$ cat config.mk
export PLATFORM = sky130hd
export DESIGN_NAME = mouse_report_encoder_core
export DESIGN_NICKNAME = d
export VERILOG_FILES = /design/src/rtl/mre_pkg.sv /design/src/rtl/mouse_report_encoder_core.sv /design/src/rtl/mre_front.sv /design/src/rtl/mre_queue.sv /design/src/rtl/mre_back.sv
export VERILOG_INCLUDE_DIRS = /design/src /design/src/rtl
export SDC_FILE = /design/constraint.sdc
export NUM_CORES = 1
export LEC_CHECK = 0
export ABC_AREA = 1
export BUFFER_PORTS_ARGS = -buffer_cell sky130_fd_sc_hd__buf_2
export CAP_MARGIN = 10
export CORE_AREA = 2 2 241 172
export CTS_CLUSTER_SIZE = 8
export DETAILED_ROUTE_END_ITERATION = 12
export DIE_AREA = 0 0 243 174
export SLEW_MARGIN = 15
export SYNTH_ARGS = -nofsm -noshare
export SYNTH_HDL_FRONTEND = slang
export SYNTH_SLANG_ARGS = --single-unit
export TNS_END_PERCENT = 100
$ cat constraint.sdc
create_clock -name clk -period 9.7 [get_ports clk]
set_clock_uncertainty 0.15 [all_clocks]
set_input_delay 1.94 -clock clk [delete_from_list [all_inputs] [get_ports clk]]
set_output_delay 1.94 -clock clk [all_outputs]
set_load 0.02 [all_outputs]
$ cat src/rtl/mouse_report_encoder_core_macros.svh
// Assertion macros for the mouse report encoder RTL.
`ifndef MOUSE_REPORT_ENCODER_CORE_MACROS_SVH
`define MOUSE_REPORT_ENCODER_CORE_MACROS_SVH

// Checks that the consequent holds in the same cycle as the antecedent.
`define MRE_ASSERT_NOW(lbl, ante, cons, msg) \
	lbl: assert property (@(posedge clk) disable iff (!arst_n) (ante) |-> (cons)) \
		else $error(msg);

// Checks that the consequent holds in the cycle after the antecedent.
`define MRE_ASSERT_NEXT(lbl, ante, cons, msg) \
	lbl: assert property (@(posedge clk) disable iff (!arst_n) (ante) |=> (cons)) \
		else $error(msg);

`endif

$ cat src/rtl/mre_pkg.sv
// Types, codes and constants shared by the mouse report encoder modules.
`default_nettype none

package mre_pkg;

	// Field widths of the event and report beats.
	localparam int unsigned KIND_W        = 2;
	localparam int unsigned BUTTON_W      = 4;
	localparam int unsigned COORD_FIELD_W = 12;
	localparam int unsigned MODS_W        = 3;
	localparam int unsigned CODE_W        = 8;
	localparam int unsigned BYTE_W        = 8;

	// Width of the decimal weight table entries (nine times a thousand fits).
	localparam int unsigned WEIGHT_W = 14;

	// Depth of the queue between front and back; a power of two.
	localparam int unsigned QUEUE_DEPTH = 2;
	localparam int unsigned QPTR_W      = $clog2(QUEUE_DEPTH);
	localparam int unsigned QCNT_W      = $clog2(QUEUE_DEPTH + 1);

	// Event kinds.
	localparam logic [KIND_W-1:0] KIND_PRESS   = 2'd0;
	localparam logic [KIND_W-1:0] KIND_RELEASE = 2'd1;
	localparam logic [KIND_W-1:0] KIND_MOTION  = 2'd2;

	// The button number whose base code always takes the release code.
	localparam logic [BUTTON_W-1:0] BUTTON_FORCED_RELEASE = 4'd12;

	// Modifier bit positions.
	localparam int unsigned MOD_SHIFT = 0;
	localparam int unsigned MOD_ALT   = 1;
	localparam int unsigned MOD_CTRL  = 2;

	// Button code offsets.
	localparam logic [CODE_W-1:0] CODE_MOTION  = 8'd32;
	localparam logic [CODE_W-1:0] CODE_RELEASE = 8'd3;
	localparam logic [CODE_W-1:0] CODE_SHIFT   = 8'd4;
	localparam logic [CODE_W-1:0] CODE_ALT     = 8'd8;
	localparam logic [CODE_W-1:0] CODE_CTRL    = 8'd16;

	// Legacy reports carry each value offset by a space.
	localparam logic [BYTE_W-1:0] LEGACY_OFFSET    = 8'd32;
	localparam logic [COORD_FIELD_W-1:0] LEGACY_COORD_MAX = 12'd223;

	// Characters of the escape sequences.
	localparam logic [BYTE_W-1:0] CH_ESC     = 8'h1B;
	localparam logic [BYTE_W-1:0] CH_BRACKET = 8'h5B;
	localparam logic [BYTE_W-1:0] CH_LESS    = 8'h3C;
	localparam logic [BYTE_W-1:0] CH_UPPER_M = 8'h4D;
	localparam logic [BYTE_W-1:0] CH_LOWER_M = 8'h6D;
	localparam logic [BYTE_W-1:0] CH_SEMI    = 8'h3B;
	localparam logic [BYTE_W-1:0] CH_ZERO    = 8'h30;

	// One mouse event as it enters the block.
	typedef struct packed {
		logic [KIND_W-1:0]        event_kind;
		logic [BUTTON_W-1:0]      button;
		logic [COORD_FIELD_W-1:0] col;
		logic [COORD_FIELD_W-1:0] row;
		logic [MODS_W-1:0]        modifiers;
	} mouse_event_t;

	// One byte of a report as it leaves the block.
	typedef struct packed {
		logic [BYTE_W-1:0] out_byte;
		logic              last;
	} report_t;

	// A classified event waiting to be written out.
	typedef struct packed {
		logic                     sgr;
		logic                     release_evt;
		logic [CODE_W-1:0]        code;
		logic [COORD_FIELD_W-1:0] col;
		logic [COORD_FIELD_W-1:0] row;
	} job_t;

	// Number being written out in SGR mode.
	typedef enum logic [1:0] {
		FLD_CODE,
		FLD_COL,
		FLD_ROW
	} field_t;

	// Byte sequencer states of the back end.
	typedef enum logic [3:0] {
		BK_IDLE,
		BK_ESC,
		BK_BRK,
		BK_INTRO,
		BK_LCODE,
		BK_LCOL,
		BK_LROW,
		BK_DIGITS,
		BK_SEP,
		BK_FINAL
	} back_state_t;

	// Decimal weight of digit position k.
	function automatic logic [WEIGHT_W-1:0] dec_weight(input logic [1:0] k);
		logic [WEIGHT_W-1:0] w;
		case (k)
			2'd0: w = 14'd1;
			2'd1: w = 14'd10;
			2'd2: w = 14'd100;
			2'd3: w = 14'd1000;
			default: w = 14'd1;
		endcase
		return w;
	endfunction

endpackage

`default_nettype wire

$ cat src/rtl/mouse_report_encoder_core.sv
// Top level of the mouse report encoder: front end, event queue and back end.
//
// Usage:
// - Events enter on mouse_event with push; a beat is taken at a clock edge
//   with push high and full low. Events with a zero coordinate, or with a
//   coordinate above 223 in legacy mode, are taken and report nothing.
// - Report bytes leave on report while empty is low; pop takes the byte.
//   report.last marks the final byte of each report.
// - cfg_wr_en with cfg_wr_data selects the format: 1 for SGR decimal,
//   0 for the legacy six-byte form. Write it only while the block is idle.
// - The first byte of a report becomes visible once its event has passed
//   the event queue, the job register and the output register.
// - One byte per cycle while the receiver keeps up; a legacy report has six
//   bytes, an SGR report 9 to 17 bytes. Reports follow each other back to
//   back while events are queued.
// - A two-entry event queue lets the front keep taking events while the
//   back end writes bytes; full rises when it holds two waiting events.
// - When the receiver stalls, the byte waits in the output register and the
//   sequencer holds; once the queue fills, full holds off new events.
// - Reset clears the queue, the sequencer and the valid flag of the output
//   register and sets the legacy format.
`default_nettype none

module mouse_report_encoder_core import mre_pkg::*; #(
	parameter int unsigned COORD_WIDTH = 12
) (
	input  wire logic         clk,
	input  wire logic         arst_n,
	input  wire logic         cfg_wr_en,
	input  wire logic         cfg_wr_data,
	input  wire logic         push,
	output logic              full,
	input  wire mouse_event_t mouse_event,
	input  wire logic         pop,
	output logic              empty,
	output report_t           report
);

	// Coordinate bits that can reach the report.
	localparam int unsigned VW = (COORD_WIDTH < COORD_FIELD_W) ? COORD_WIDTH : COORD_FIELD_W;

	logic q_push;
	logic q_full;
	logic q_pop;
	logic q_empty;
	job_t q_push_job;
	job_t q_pop_job;

	mre_front #(
		.VW(VW)
	) u_front (
		.clk        (clk),
		.arst_n     (arst_n),
		.cfg_wr_en  (cfg_wr_en),
		.cfg_wr_data(cfg_wr_data),
		.push       (push),
		.full       (full),
		.mouse_event(mouse_event),
		.q_full     (q_full),
		.q_push     (q_push),
		.q_job      (q_push_job)
	);

	mre_queue u_queue (
		.clk     (clk),
		.arst_n  (arst_n),
		.push    (q_push),
		.push_job(q_push_job),
		.full    (q_full),
		.pop     (q_pop),
		.pop_job (q_pop_job),
		.empty   (q_empty)
	);

	mre_back #(
		.VW(VW)
	) u_back (
		.clk    (clk),
		.arst_n (arst_n),
		.q_empty(q_empty),
		.q_job  (q_pop_job),
		.q_pop  (q_pop),
		.pop    (pop),
		.empty  (empty),
		.report (report)
	);

endmodule

`default_nettype wire

$ cat src/rtl/mre_front.sv
// Front end: holds the mode register, classifies events and builds the button code.
`default_nettype none

module mre_front import mre_pkg::*; #(
	parameter int unsigned VW = 12
) (
	input  wire logic         clk,
	input  wire logic         arst_n,
	input  wire logic         cfg_wr_en,
	input  wire logic         cfg_wr_data,
	input  wire logic         push,
	output logic              full,
	input  wire mouse_event_t mouse_event,
	input  wire logic         q_full,
	output logic              q_push,
	output job_t              q_job
);

	logic              fmt_sgr_q;
	logic [VW-1:0]     col_v;
	logic [VW-1:0]     row_v;
	logic [CODE_W-1:0] code;
	logic [CODE_W-1:0] base;
	logic              coords_ok;

	// Mode register.
	always_ff @(posedge clk or negedge arst_n) begin
		if (!arst_n) begin
			fmt_sgr_q <= 1'b0;
		end else if (cfg_wr_en) begin
			fmt_sgr_q <= cfg_wr_data;
		end
	end

	// Only the low coordinate bits take part.
	assign col_v = VW'(mouse_event.col);
	assign row_v = VW'(mouse_event.row);

	// Button code from kind, button number and modifiers.
	always_comb begin
		case (mouse_event.button) inside
			[4'd8:4'd15]: base = 8'(mouse_event.button) + 8'd120;
			[4'd4:4'd7]:  base = 8'(mouse_event.button) + 8'd60;
			[4'd1:4'd3]:  base = 8'(mouse_event.button) - 8'd1;
			default:      base = '0;
		endcase
		if ((!fmt_sgr_q && mouse_event.event_kind == KIND_RELEASE) ||
				mouse_event.button == BUTTON_FORCED_RELEASE) begin
			base = CODE_RELEASE;
		end
		code = base;
		if (mouse_event.event_kind == KIND_MOTION) begin
			code = code + CODE_MOTION;
		end
		if (mouse_event.modifiers[MOD_SHIFT]) begin
			code = code + CODE_SHIFT;
		end
		if (mouse_event.modifiers[MOD_ALT]) begin
			code = code + CODE_ALT;
		end
		if (mouse_event.modifiers[MOD_CTRL]) begin
			code = code + CODE_CTRL;
		end
	end

	// Positions off the grid, or beyond the legacy range, report nothing.
	always_comb begin
		coords_ok = (col_v != '0) && (row_v != '0);
		if (!fmt_sgr_q && (COORD_FIELD_W'(col_v) > LEGACY_COORD_MAX ||
				COORD_FIELD_W'(row_v) > LEGACY_COORD_MAX)) begin
			coords_ok = 1'b0;
		end
	end

	// Accepted events that report something go to the queue.
	assign full   = q_full;
	assign q_push = push && !q_full && coords_ok;

	always_comb begin
		q_job.sgr         = fmt_sgr_q;
		q_job.release_evt = (mouse_event.event_kind == KIND_RELEASE);
		q_job.code        = code;
		q_job.col         = COORD_FIELD_W'(col_v);
		q_job.row         = COORD_FIELD_W'(row_v);
	end

endmodule

`default_nettype wire

$ cat src/rtl/mre_queue.sv
// Short queue of classified events between the front and back ends.
`default_nettype none

module mre_queue import mre_pkg::*; (
	input  wire logic clk,
	input  wire logic arst_n,
	input  wire logic push,
	input  wire job_t push_job,
	output logic      full,
	input  wire logic pop,
	output job_t      pop_job,
	output logic      empty
);

	job_t              mem_q [QUEUE_DEPTH];
	logic [QPTR_W-1:0] wr_ptr_q;
	logic [QPTR_W-1:0] rd_ptr_q;
	logic [QCNT_W-1:0] count_q;
	logic              do_push;
	logic              do_pop;

	assign full    = (count_q == QCNT_W'(QUEUE_DEPTH));
	assign empty   = (count_q == '0);
	assign do_push = push && !full;
	assign do_pop  = pop && !empty;
	assign pop_job = mem_q[rd_ptr_q];

	// Pointers and fill count; pointers wrap since the depth is a power of two.
	always_ff @(posedge clk or negedge arst_n) begin
		if (!arst_n) begin
			wr_ptr_q <= '0;
			rd_ptr_q <= '0;
			count_q  <= '0;
		end else begin
			if (do_push) begin
				wr_ptr_q <= wr_ptr_q + 1'b1;
			end
			if (do_pop) begin
				rd_ptr_q <= rd_ptr_q + 1'b1;
			end
			if (do_push && !do_pop) begin
				count_q <= count_q + 1'b1;
			end else if (do_pop && !do_push) begin
				count_q <= count_q - 1'b1;
			end
		end
	end

	// Entry storage.
	always_ff @(posedge clk) begin
		if (do_push) begin
			mem_q[wr_ptr_q] <= push_job;
		end
	end

endmodule

`default_nettype wire

$ cat src/rtl/mre_back.sv
// Back end: turns one queued event into report bytes, one byte per cycle while the receiver takes them.
`default_nettype none

module mre_back import mre_pkg::*; #(
	parameter int unsigned VW = 12
) (
	input  wire logic clk,
	input  wire logic arst_n,
	input  wire logic q_empty,
	input  wire job_t q_job,
	output logic      q_pop,
	input  wire logic pop,
	output logic      empty,
	output report_t   report
);

	`include "mouse_report_encoder_core_macros.svh"

	// Decimal digits needed for the widest number written.
	localparam int unsigned ND = (VW <= 9) ? 3 : 4;

	back_state_t         state_q, state_d;
	job_t                job_q;
	logic [VW-1:0]       val_q, val_d;
	logic [1:0]          pidx_q, pidx_d;
	field_t              fld_q, fld_d;
	logic                out_valid_q;
	report_t             out_q;

	logic                out_ready;
	logic                emit;
	logic                load_job;
	logic                load_val;
	logic                last_byte;
	logic [BYTE_W-1:0]   byte_d;
	logic [VW-1:0]       sel_val;
	logic [1:0]          sel_pidx;
	logic [WEIGHT_W-1:0] w;
	logic [WEIGHT_W-1:0] sub;
	logic [3:0]          digit;

	assign out_ready = !out_valid_q || pop;
	assign emit      = (state_q != BK_IDLE) && out_ready;

	// Current decimal digit: count the multiples of the weight that fit.
	always_comb begin
		w     = dec_weight(pidx_q);
		digit = '0;
		sub   = '0;
		for (int d = 1; d <= 9; d++) begin
			if (WEIGHT_W'(val_q) >= WEIGHT_W'(d) * w) begin
				digit = 4'(d);
				sub   = WEIGHT_W'(d) * w;
			end
		end
	end

	// Number to write next and its leading digit position.
	always_comb begin
		if (state_q == BK_INTRO) begin
			sel_val = VW'(job_q.code);
		end else if (fld_q == FLD_CODE) begin
			sel_val = VW'(job_q.col);
		end else begin
			sel_val = VW'(job_q.row);
		end
		sel_pidx = '0;
		for (int k = 1; k < ND; k++) begin
			if (WEIGHT_W'(sel_val) >= dec_weight(2'(k))) begin
				sel_pidx = 2'(k);
			end
		end
	end

	// Byte sequencer.
	always_comb begin
		state_d   = state_q;
		byte_d    = CH_ESC;
		last_byte = 1'b0;
		val_d     = val_q;
		pidx_d    = pidx_q;
		fld_d     = fld_q;
		load_val  = 1'b0;
		case (state_q)
			BK_IDLE: begin
				state_d = BK_IDLE;
			end
			BK_ESC: begin
				byte_d = CH_ESC;
				if (emit) state_d = BK_BRK;
			end
			BK_BRK: begin
				byte_d = CH_BRACKET;
				if (emit) state_d = BK_INTRO;
			end
			BK_INTRO: begin
				byte_d = job_q.sgr ? CH_LESS : CH_UPPER_M;
				if (emit) begin
					if (job_q.sgr) begin
						state_d  = BK_DIGITS;
						fld_d    = FLD_CODE;
						load_val = 1'b1;
					end else begin
						state_d = BK_LCODE;
					end
				end
			end
			BK_LCODE: begin
				byte_d = job_q.code + LEGACY_OFFSET;
				if (emit) state_d = BK_LCOL;
			end
			BK_LCOL: begin
				byte_d = BYTE_W'(job_q.col) + LEGACY_OFFSET;
				if (emit) state_d = BK_LROW;
			end
			BK_LROW: begin
				byte_d    = BYTE_W'(job_q.row) + LEGACY_OFFSET;
				last_byte = 1'b1;
			end
			BK_DIGITS: begin
				byte_d = CH_ZERO + BYTE_W'(digit);
				if (emit) begin
					val_d = VW'(WEIGHT_W'(val_q) - sub);
					if (pidx_q == '0) begin
						state_d = (fld_q == FLD_ROW) ? BK_FINAL : BK_SEP;
					end else begin
						pidx_d = pidx_q - 1'b1;
					end
				end
			end
			BK_SEP: begin
				byte_d = CH_SEMI;
				if (emit) begin
					fld_d    = (fld_q == FLD_CODE) ? FLD_COL : FLD_ROW;
					load_val = 1'b1;
					state_d  = BK_DIGITS;
				end
			end
			BK_FINAL: begin
				byte_d    = job_q.release_evt ? CH_LOWER_M : CH_UPPER_M;
				last_byte = 1'b1;
			end
			default: begin
				state_d = BK_IDLE;
			end
		endcase
		if (load_val) begin
			val_d  = sel_val;
			pidx_d = sel_pidx;
		end
		// The next event starts right behind the last byte of this one.
		load_job = !q_empty && ((state_q == BK_IDLE) || (emit && last_byte));
		if (load_job) begin
			state_d = BK_ESC;
		end else if (emit && last_byte) begin
			state_d = BK_IDLE;
		end
	end

	assign q_pop = load_job;

	// Control registers.
	always_ff @(posedge clk or negedge arst_n) begin
		if (!arst_n) begin
			state_q     <= BK_IDLE;
			out_valid_q <= 1'b0;
		end else begin
			state_q <= state_d;
			if (out_ready) begin
				out_valid_q <= emit;
			end
		end
	end

	// Working and output data registers.
	always_ff @(posedge clk) begin
		val_q  <= val_d;
		pidx_q <= pidx_d;
		fld_q  <= fld_d;
		if (load_job) begin
			job_q <= q_job;
		end
		if (emit) begin
			out_q.out_byte <= byte_d;
			out_q.last     <= last_byte;
		end
	end

	assign empty  = !out_valid_q;
	assign report = out_q;

	// A pop only takes an entry that is there.
	`MRE_ASSERT_NOW(a_pop_not_empty, q_pop, !q_empty, "queue popped while empty")
	// The digit position never starts above the number's width.
	`MRE_ASSERT_NOW(a_pidx_range, state_q == BK_DIGITS, 32'(pidx_q) < ND,
		"digit position out of range")
	// The remaining value always fits below the next decimal weight.
	`MRE_ASSERT_NOW(a_digit_fits, state_q == BK_DIGITS,
		32'(val_q) < 32'(w) * 10, "decimal value exceeds its digit count")
	// The closing byte of a report carries the last mark.
	`MRE_ASSERT_NEXT(a_last_mark, emit && (state_q == BK_FINAL || state_q == BK_LROW),
		out_q.last, "final byte lost its last mark")

endmodule

`default_nettype wire
-- Word level (Yosys, flattened, before mapping)
Memory sizes are Yosys's and may differ from the RTL's. A register that Yosys moved wholly into a read port is not among the register bits.
Index checks and enable logic that the tools add are counted.
- add/sub/neg operators: 17
- mux-type cells: 70
- divide/modulo/power cells: 0
- multiply operators: 5
- reductions and logical operators: 41
- shift-type cells: 0
- equality and inequality tests: 30
- bitwise gates (word level): 0
- $lt $le $gt $ge: 20
- operators by type and width (cell ; number):
    2-to-1 mux 12 bit ; 14
    >= comparator 12 x 14 -> 1 bit ; 9
    2-to-1 mux 8 bit ; 8
    case mux 8 bit (8 select lines) ; 1
    case mux 14 bit (4 select lines) ; 1
    2-to-1 mux 4 bit ; 12
    adder 8 x 6 -> 8 bit (second input constant) ; 4
    case mux 4 bit (8 select lines) ; 1
    2-to-1 mux 2 bit ; 15
    multiplier 3 x 14 -> 14 bit (first input constant) ; 2
    inequality test 4 x 2 -> 1 bit (second input constant) ; 7
    greater-than comparator 12 x 8 -> 1 bit (second input constant) ; 2
    nonzero test 12 bit ; 2
    == test 4 x 3 -> 1 bit (second input constant) ; 4
    logical AND 1 bit ; 15
    multiplier 2 x 14 -> 13 bit (first input constant) ; 1
    multiplier 2 x 14 -> 14 bit (first input constant) ; 1
    multiplier 4 x 14 -> 14 bit (first input constant) ; 1
    == test 4 bit (second input constant) ; 3
    >= comparator 12 x 10 -> 1 bit (second input constant) ; 1
    >= comparator 12 x 4 -> 1 bit (second input constant) ; 1
    >= comparator 12 x 7 -> 1 bit (second input constant) ; 1
    2-to-1 mux 3 bit ; 4
    subtractor 12 bit ; 1
    other kinds (39) ; 72
- logic and storage cells: 195
- latch bits: 0
- bits in registers: 35
- bits in writable memories: 68
- memories kept: 1
- bits in read-only memories: 0
- input bits: 39
- memories (memory ; words ; bits a word ; read ports ; clocked after Yosys merged registers in ; write ports ; RTL line ; text):
    u_queue.mem_q ; 2 ; 34 ; 1 ; 1 ; 1 ; mre_queue.sv:15 ; job_t mem_q [QUEUE_DEPTH];

-- Logic depth before layout (Yosys ltp)
Gate-level depths: netlist of the first run.
- depth in word-level cells: 16
- gate-level depth with buffers: 37
- depth with buffers taken out: 36

-- Hierarchy
Synthesis of the first run repeated with hierarchy kept, for this count alone.
- cells, all modules: 1264
- area total of the unflattened synthesis: 10176.0 sq um
- by module, submodules not included (module ; instances ; area an instance (sq um) ; cells an instance ; sequential area each (sq um)):
    mre_back ; 1 ; 6312.3 ; 854 ; 1896.8
    mre_queue ; 1 ; 2711.4 ; 209 ; 2142.1
    mre_front ; 1 ; 1152.4 ; 201 ; 25.0

-- Worst setup path after synthesis of the first run
Ideal clock, no wire load.
- kind: input -> register
- start: in mouse_event[27] (netlist bit)
- end: mem u_queue.mem_q[0][29] (netlist bit), data pin
- path buffers: 0
- setup time: 0.261 ns
- arrival time: 4.650 ns
- path slack: 4.640 ns
- stages: 17
- cell sequence: inv_1 -> ha_1 -> a21oi_2 -> o21ai_1 -> o21bai_4 -> nand2_4 -> inv_1 -> ha_1 -> or2_2 -> a21boi_4 -> ha_1 -> or2_2 -> nand2_1 -> inv_1 -> ha_1 -> nand2_1 -> o21ai_1
- RTL lines (element ; RTL line ; text):
    from (decl) ; mouse_report_encoder_core.sv:33 ; input wire mouse_event_t mouse_event,
    to (decl) ; mre_queue.sv:15 ;

-- Worst setup path after layout of the first run
- start: reg u_back.pidx_q[0]
- end: reg u_back.val_q[9], data pin
- word-level cells in the longest chain between the ends: 16
- elaborated cells between the ends (all ways): 32
- RTL lines (element ; RTL line ; text):
    from (decl) ; mre_back.sv:25 ; logic [1:0] pidx_q, pidx_d;
    from (signal assigned) ; mre_back.sv:178 ; pidx_q <= pidx_d;
    == test 2 bit (tied with other cells) ; mre_pkg.sv:103 ; case (k)
    case mux 14 bit (4 select lines) * ; mre_pkg.sv:103 ;
    parallel branches: the longest is 9 deep, another holds multiplier 2 x 14 -> 14 bit ; -- ;
    2-to-1 mux 12 bit * ; mre_back.sv:51 ; if (WEIGHT_W'(val_q) >= WEIGHT_W'(d) * w) begin
    subtractor 12 bit * ; mre_back.sv:123 ; val_d = VW'(WEIGHT_W'(val_q) - sub);
    2-to-1 mux 12 bit * ; mre_back.sv:122 ; if (emit) begin
    2-to-1 mux 12 bit * ; mre_back.sv:84 ; case (state_q)
    2-to-1 mux 12 bit * ; mre_back.sv:147 ; if (load_val) begin
    via u_back.val_d[9] ; mre_back.sv:24 ; logic [VW-1:0] val_q, val_d;
    to (signal assigned) ; mre_back.sv:177 ; val_q <= val_d;
    to (decl) ; mre_back.sv:24 ;
Mark *: on every way through the listed nets, which the timed path passes. The select of a mux whose other input is x is not followed.
A chain may end at the register's enable or synchronous reset.

==> out/metrics.csv, run 1 <==
metric,value,unit
run status,completed,
initial antenna violation count,0,
"commonest non-fill, non-tap cell in the layout",nand2_1,
Final period util,66.9,%
top cell type by total area after synthesis,edfxtp_1,
Hold Buf Count CTS,0,
"EDFF count, synth",127,
via count,8613,
largest family of logic cells by synthesized area,simple AND/OR/NAND/NOR gates,
Yosys top cell area share,38.6,%
CTS Buf Count,17,
drt first pass iters,5,
diode count,0,
sequential-to-total area share from yosys stat,41.1,%
Syn Area/Cell,7.98,um^2
register area,4060,um^2
clk slew on worst S/H paths,0.06,ns
initial cell density of the core,24.6,%
Synth Net Count,1367,
Synth cell types,58,
Clock Sinks,137,
XOR/XNOR Fraction of Synth Area,1.33,%
CP required,9.70,ns
worst-path fanout max,11,
I/O pin total,50,
Resized Gates After CTS,0,
max_cap viols,0,
Clock Tree Buf Depth,2,
root buf cell,clkbuf_16,
Syn. warnings,0,
drt wl/cell,15.5,um
Max Clk Rate,0.154,GHz
share of cells above drive strength 1,11.2,%
Peak supply drop,0.000174,V
Filler Cell Count,4371,
largest cells by area after synthesis,"edfxtp_1 39%, nand2_1 14%, ha_1 11%",
final setup violation count,0,
synthesized cell area,9890,um^2
CTS H-Tree Depth,4,
total power draw,2.95,mW
Max Slew Vio Count,0,
worst path arrival time,6.49,ns
postcts setup bufs,0,
"commonest cells after routing, fill and taps aside","376 x nand2_1, 133 x inv_1, 127 x edfxtp_1, 108 x nor2_1, 87 x ha_1",
Synth Flop Type,edfxtp_1,
ys async rst share,7.30,%
Post-Synth Simple-Gate Area,27.1,%
Worst setup EP type,flip-flop,
CTS tree,done,
post-synthesis mux area share,0.101,%
RSZ-0062 raised after global routing,false,
multi-input logic area,5120,um^2
CP peak stage delay,0.55,ns
Post-Syn Instances,1239,
synthesis-to-layout area growth,14.6,%
Detailed Place HPWL,22400,um
die area,42300,um^2
GRT overflow,0,
Least-Margin Pin Slew,1.06,ns
std cell rows,62,
Fin. Hold Viols,0,
CP dominant cell by count,nand2_1,
DR iter-0 viols,741,
nets@finish,1417,
Hold Path Class,flip-flop to flip-flop,
Slew headroom,28.7,%
first-pass GRT wire length,44700,um
Leak Pwr,5.03,nW
"antenna viol nets, final",0,
Die X,243,um
critical path class,flip-flop to flip-flop,
worst skew pair latency,0.42,ns
GPL Wtd Cong,0.963,
slowest CP cell,nor2_1,
pin count of the biggest net entering global routing,36,
post-synthesis compound-gate area fraction,11.7,%
register bit total from synthesis,137,
I/O Buffers,49,
overall routing resource usage,13.5,%
vias in the first global route,7904,
routed wire length,28700,um
drt drc,0,
Chip Height,174,um
core box area,40200,um^2
post-route setup TNS,0,ns
Tmin final,6.49,ns
Via density,4.67,
Startpoint Class,flip-flop,
post-synthesis adder-cell area fraction,11.4,%
PD cells,261,nW/um^2
==> per-stage QoR <==
step                      cells  hold WS [ns]  util, %  setup WS [ns]  area (um^2)
after floorplan            1239         0.315        -           4.64         9890
after global placement     1814         0.345     26.7           3.53        10700
after detailed placement   1814         0.347     26.7           3.34        10700
after CTS                  1846         0.358     28.2           3.32        11300
after global routing       1846         0.373     28.2           2.60        11300
final                      1846         0.354     28.2           3.21        11300
==> final timing paths <==
path,startpoint,to,slack [ns],cells past startpoint
max in group asynchronous,arst_n,u_queue.rd_ptr_q,7.89,1
worst max register to register,u_back.pidx_q[0],u_back.val_q[9],3.21,31
worst min register to register,u_queue.mem_q[0][33],u_back.job_q[33],0.35,2
worst max-delay path,u_back.pidx_q[0],u_back.val_q[9],3.21,31
min in group asynchronous,arst_n,u_queue.wr_ptr_q,1.26,1
worst min-delay path,u_queue.mem_q[0][33],u_back.job_q[33],0.35,2
==> registers in the layout, indices dropped and copies added, names as in the netlist, 2 cells and up <==
register	count
u_back.state_q	4
u_queue.count_q	2
u_back.val_q	12
u_back.job_q	34
u_back.fld_q	2
u_back.pidx_q	2
u_queue.mem_q	68
u_back.report	9
==> cells in the mapped netlist, types with 9 or more instances <==
cell type and number:
inv_2 17, buf_2 9, edfxtp_1 127, nor2_2 10, ha_1 87, nor2_1 110, o21ai_0 47, nor3_1 16
o211ai_1 13, o21ai_1 18, dfrtp_1 10, inv_1 133, nand4_1 13, nand3_1 62, a21oi_1 77, nand2_1 376
==> routing by layer <==
layer / share of wire [%] / routed length [um] / up-vias / GRT usage, %
met4: 1.7 / 479 / 0 / 3.37
met3: 7.4 / 2110 / 25 / 3.07
met5: 0 / 0 / - / 0
li1: - / - / 4287 / -
met2: 41 / 11700 / 300 / 19.2
met1: 50 / 14400 / 4001 / 20.3
==> critical path, delay by kind of cell, from the launching register on <==
kind / cells / cell delay [ns]
fa+ha+maj: 4 / 1.48
flops: 1 / 0.48
compound gates: 10 / 1.53
buf+inv: 3 / 0.58
simple gates: 13 / 1.74
xor+xnor: 1 / 0.25
==> logic make-up (layout without fill, tap and decap cells) <==
logic type,Yosys count,in the layout
AOI/OAI and AO/OA,195,195
and+or+nand+nor,627,627
xor gates and xnor gates,15,15
DFF,137,137
buffers and inverters,175,238
adders and majority gates,89,89
muxes,1,1
==> where the power goes <==
group          switching [mW]  internal [mW]
clock network           0.258          0.411
registers               0.113          0.877
logic                   0.897          0.399
total                    1.27           1.69
==> layout make-up <==
type                    instances  area share (%)
clock buffers                  18            3.79
clock inverters                14            1.62
inverters                     152            5.04
multi-input cells             927            45.2
flip-flops and latches        137            35.9
well taps                     544            6.01
repair buffers                 54            2.50
Note: power is estimated with default switching activity, not from simulation.
==> inputs of run 2 (changes only) <==
==> constraint.sdc (replaced) <==
create_clock -name clk -period 5.38 [get_ports clk]
set_clock_uncertainty 0.15 [all_clocks]
set_input_delay 1.076 -clock clk [delete_from_list [all_inputs] [get_ports clk]]
set_output_delay 1.076 -clock clk [all_outputs]
set_load 0.02 [all_outputs]
==> run 2 against run 1 <==
Clock power is 70% higher. Global-route usage grew 0.15 points. Hold slack gained 0.0019 ns. Die area unchanged. Final cell count is 1.9% higher. Critical path type unchanged. Highest routed layer unchanged.
==> out/metrics.csv, run 2 (synthesis gave the netlist of run 1 again) <==
metric,value,unit,change
worst path arrival time,5.13,ns,-1.36 ns
CP required,5.36,ns,-4.34 ns
CTS H-Tree Depth,4,,unchanged
vias in the first global route,8311,,+5.1%
run status,completed,,
pin count of the biggest net entering global routing,36,,unchanged
final setup violation count,0,,unchanged
"commonest cells after routing, fill and taps aside","372 x nand2_1, 129 x inv_1, 127 x edfxtp_1, 104 x nor2_1, 82 x ha_1",,
WHS Path Cells,2,,unchanged
CTS tree,done,,
GPL Wtd Cong,1.00,,+4.2%
Clock Tree Buf Depth,2,,unchanged
hold path start,u_queue.mem_q[0][33],,
I/O pin total,50,,unchanged
std cell rows,62,,unchanged
DR iter-0 viols,830,,+12%
Clock Sinks,137,,unchanged
Detailed Place HPWL,22500,um,+0.44%
routed wire length,28500,um,-0.59%
Chip Height,174,um,unchanged
initial cell density of the core,24.6,%,unchanged
Max Clk Rate,0.194,GHz,+26%
share of cells above drive strength 1,15.7,%,+4.5 points
overall routing resource usage,13.6,%,+0.15 points
P_int,3.07,mW,+82%
design area,11700,um^2,+3.2%
Final period util,95.6,%,+29 points
clock share of power,21.2,%,-1.4 points
total power draw,5.37,mW,+82%
DP Worst Slack,-0.00353,ns,-3.35 ns
Comb power frac,45.6,%,+1.7 points
Flop pwr share,33.2,%,-0.3 points
"commonest non-fill, non-tap cell in the layout",nand2_1,,
Leak Pwr,5.19,nW,+3.3%
reg2reg start,u_back.pidx_q[0],,
Worst setup EP type,flip-flop,,
Startpoint Class,flip-flop,,
final cell count without fillers,1881,,+1.9%
Worst Hold Endpoint,u_back.job_q[33],,
Max Slew Vio Count,0,,unchanged
Peak supply drop,0.000301,V,+73%
worst skew pair latency,0.42,ns,about the same
first-pass GRT wire length,45500,um,+1.8%
Placement Cell Area,11000,um^2,+2.2%
max reg flops,68,,unchanged
nets@finish,1452,,+2.5%
clk slew on worst S/H paths,0.06,ns,about the same
core box area,40200,um^2,unchanged
via count,8710,,+1.1%
PD cells,459,nW/um^2,+76%
GRT overflow,0,,unchanged
initial antenna violation count,0,,unchanged
Hold Path Class,flip-flop to flip-flop,,
root buf cell,clkbuf_16,,
die area,42300,um^2,unchanged
reg2reg path depth,26,,-16%
Biggest register,u_queue.mem_q,,
drt drc,0,,unchanged
Tmin final,5.14,ns,-1.35 ns
switching part of the total,42.7,%,-0.14 points
Die X,243,um,unchanged
synthesis-to-layout area growth,18.3,%,
"antenna viol nets, final",0,,unchanged
WHS,0.356,ns,+0.00195 ns
r2r endpoint,u_back.val_q[10],,
drt first pass iters,7,,+2
CTS Buf Count,17,,unchanged
diode count,0,,unchanged
I/O Buffers,49,,unchanged
Slew headroom,51.9,%,+23 points
Least-Margin Pin Slew,0.720,ns,-0.343 ns
setup ws final,0.236,ns,-2.97 ns
drt wl/cell,15.2,um,-2.4%
Fin. Hold Viols,0,,unchanged
dpl cells,1846,,+1.8%
Filler Cell Count,4326,,-1.0%
critical path class,flip-flop to flip-flop,,
Via density,4.63,,-0.76%
max_cap viols,0,,unchanged
P_sw,2.30,mW,+81%
flop2flop setup slack,0.24,ns,-2.97 ns
Largest regs,"u_queue.mem_q (68), u_back.job_q (34), u_back.val_q (12)",,
worst-path fanout max,9,,-2
==> run 2: power groups by stage <==
stage          Combinational [mW]  Clock, mW  Sequential [mW]
2_1_floorplan                1.62          0             1.75
3_3_place_gp                 2.34          0             1.80
3_5_place_dp                 2.35          0             1.80
4_1_cts                      2.37       1.16             1.78
5_1_grt                      2.76       1.21             1.81
6_report                     2.45       1.14             1.78
==> run 2: through the flow <==
stage / setup TNS [ns] / utilization [%]
after detailed placement: -0.00353 / 27.3
after global placement: 0 / 27.3
after floorplan: 0 / -
final: 0 / 29.1
after global routing: -0.0284 / 29.1
after CTS: 0 / 28.7
==> run 2: worst max-delay path by stage <==
stage	cells after the start	start	end	slack (ns)
after CTS	26	u_back.pidx_q[0]	u_back.val_q[10]	0.02
after detailed placement	27	u_back.pidx_q[0]	u_back.val_q[10]	-0.004
after global placement	28	u_back.pidx_q[1]	u_back.val_q[10]	0.22
after floorplan	33	u_back.pidx_q[0]	u_back.val_q[9]	0.33
after global routing	26	u_back.pidx_q[0]	u_back.val_q[10]	-0.02
final	26	u_back.pidx_q[0]	u_back.val_q[10]	0.24
==> run 2: layout make-up <==
cell class | count | area [um^2] | share of cell area (%)
Sequential cell | 137 | 4060 | 34.8
Multi-Input combinational cell | 927 | 5250 | 44.9
Clock inverter | 13 | 144 | 1.23
Tap cell | 544 | 681 | 5.82
Clock buffer | 19 | 433 | 3.70
Inverter | 152 | 571 | 4.88
Timing Repair Buffer | 89 | 553 | 4.73
==> run 2: timing repair <==
action                                 CTS  global route
setup endpoints to repair                1             7
resized for setup                        1            39
endpoints found under the hold margin    0             0
hold buffers                             0             0
pin swaps                                0             3
buffers inserted                         1             2
==> run 2: layer usage <==
metal	GRT usage, %	vias up	wire, um
met5	0	-	0
met4	4.01	0	630
li1	-	4365	-
met1	20.5	3983	13800
met3	2.69	36	2400
met2	19.5	326	11600
==> run 2: critical path, cell delays in order, from the launching register on <==
cell and delay (ns):
edfxtp_1 0.52, inv_2 0.17, ha_2 0.30, xor2_1 0.18
fa_1 0.48, xnor2_2 0.17, ha_1 0.29, nand2_1 0.09
inv_1 0.06, a21oi_1 0.14, o21ai_0 0.13, nand3_1 0.11
nand3_2 0.13, buf_6 0.19, nor2_4 0.16, inv_2 0.08
nor2_2 0.12, o211ai_1 0.12, o21ai_2 0.10, ha_1 0.30
nand2_1 0.12, nor3_2 0.05, nand3_1 0.09, o2111ai_1 0.14
or2_2 0.30, nand3_1 0.06, o21ai_0 0.11
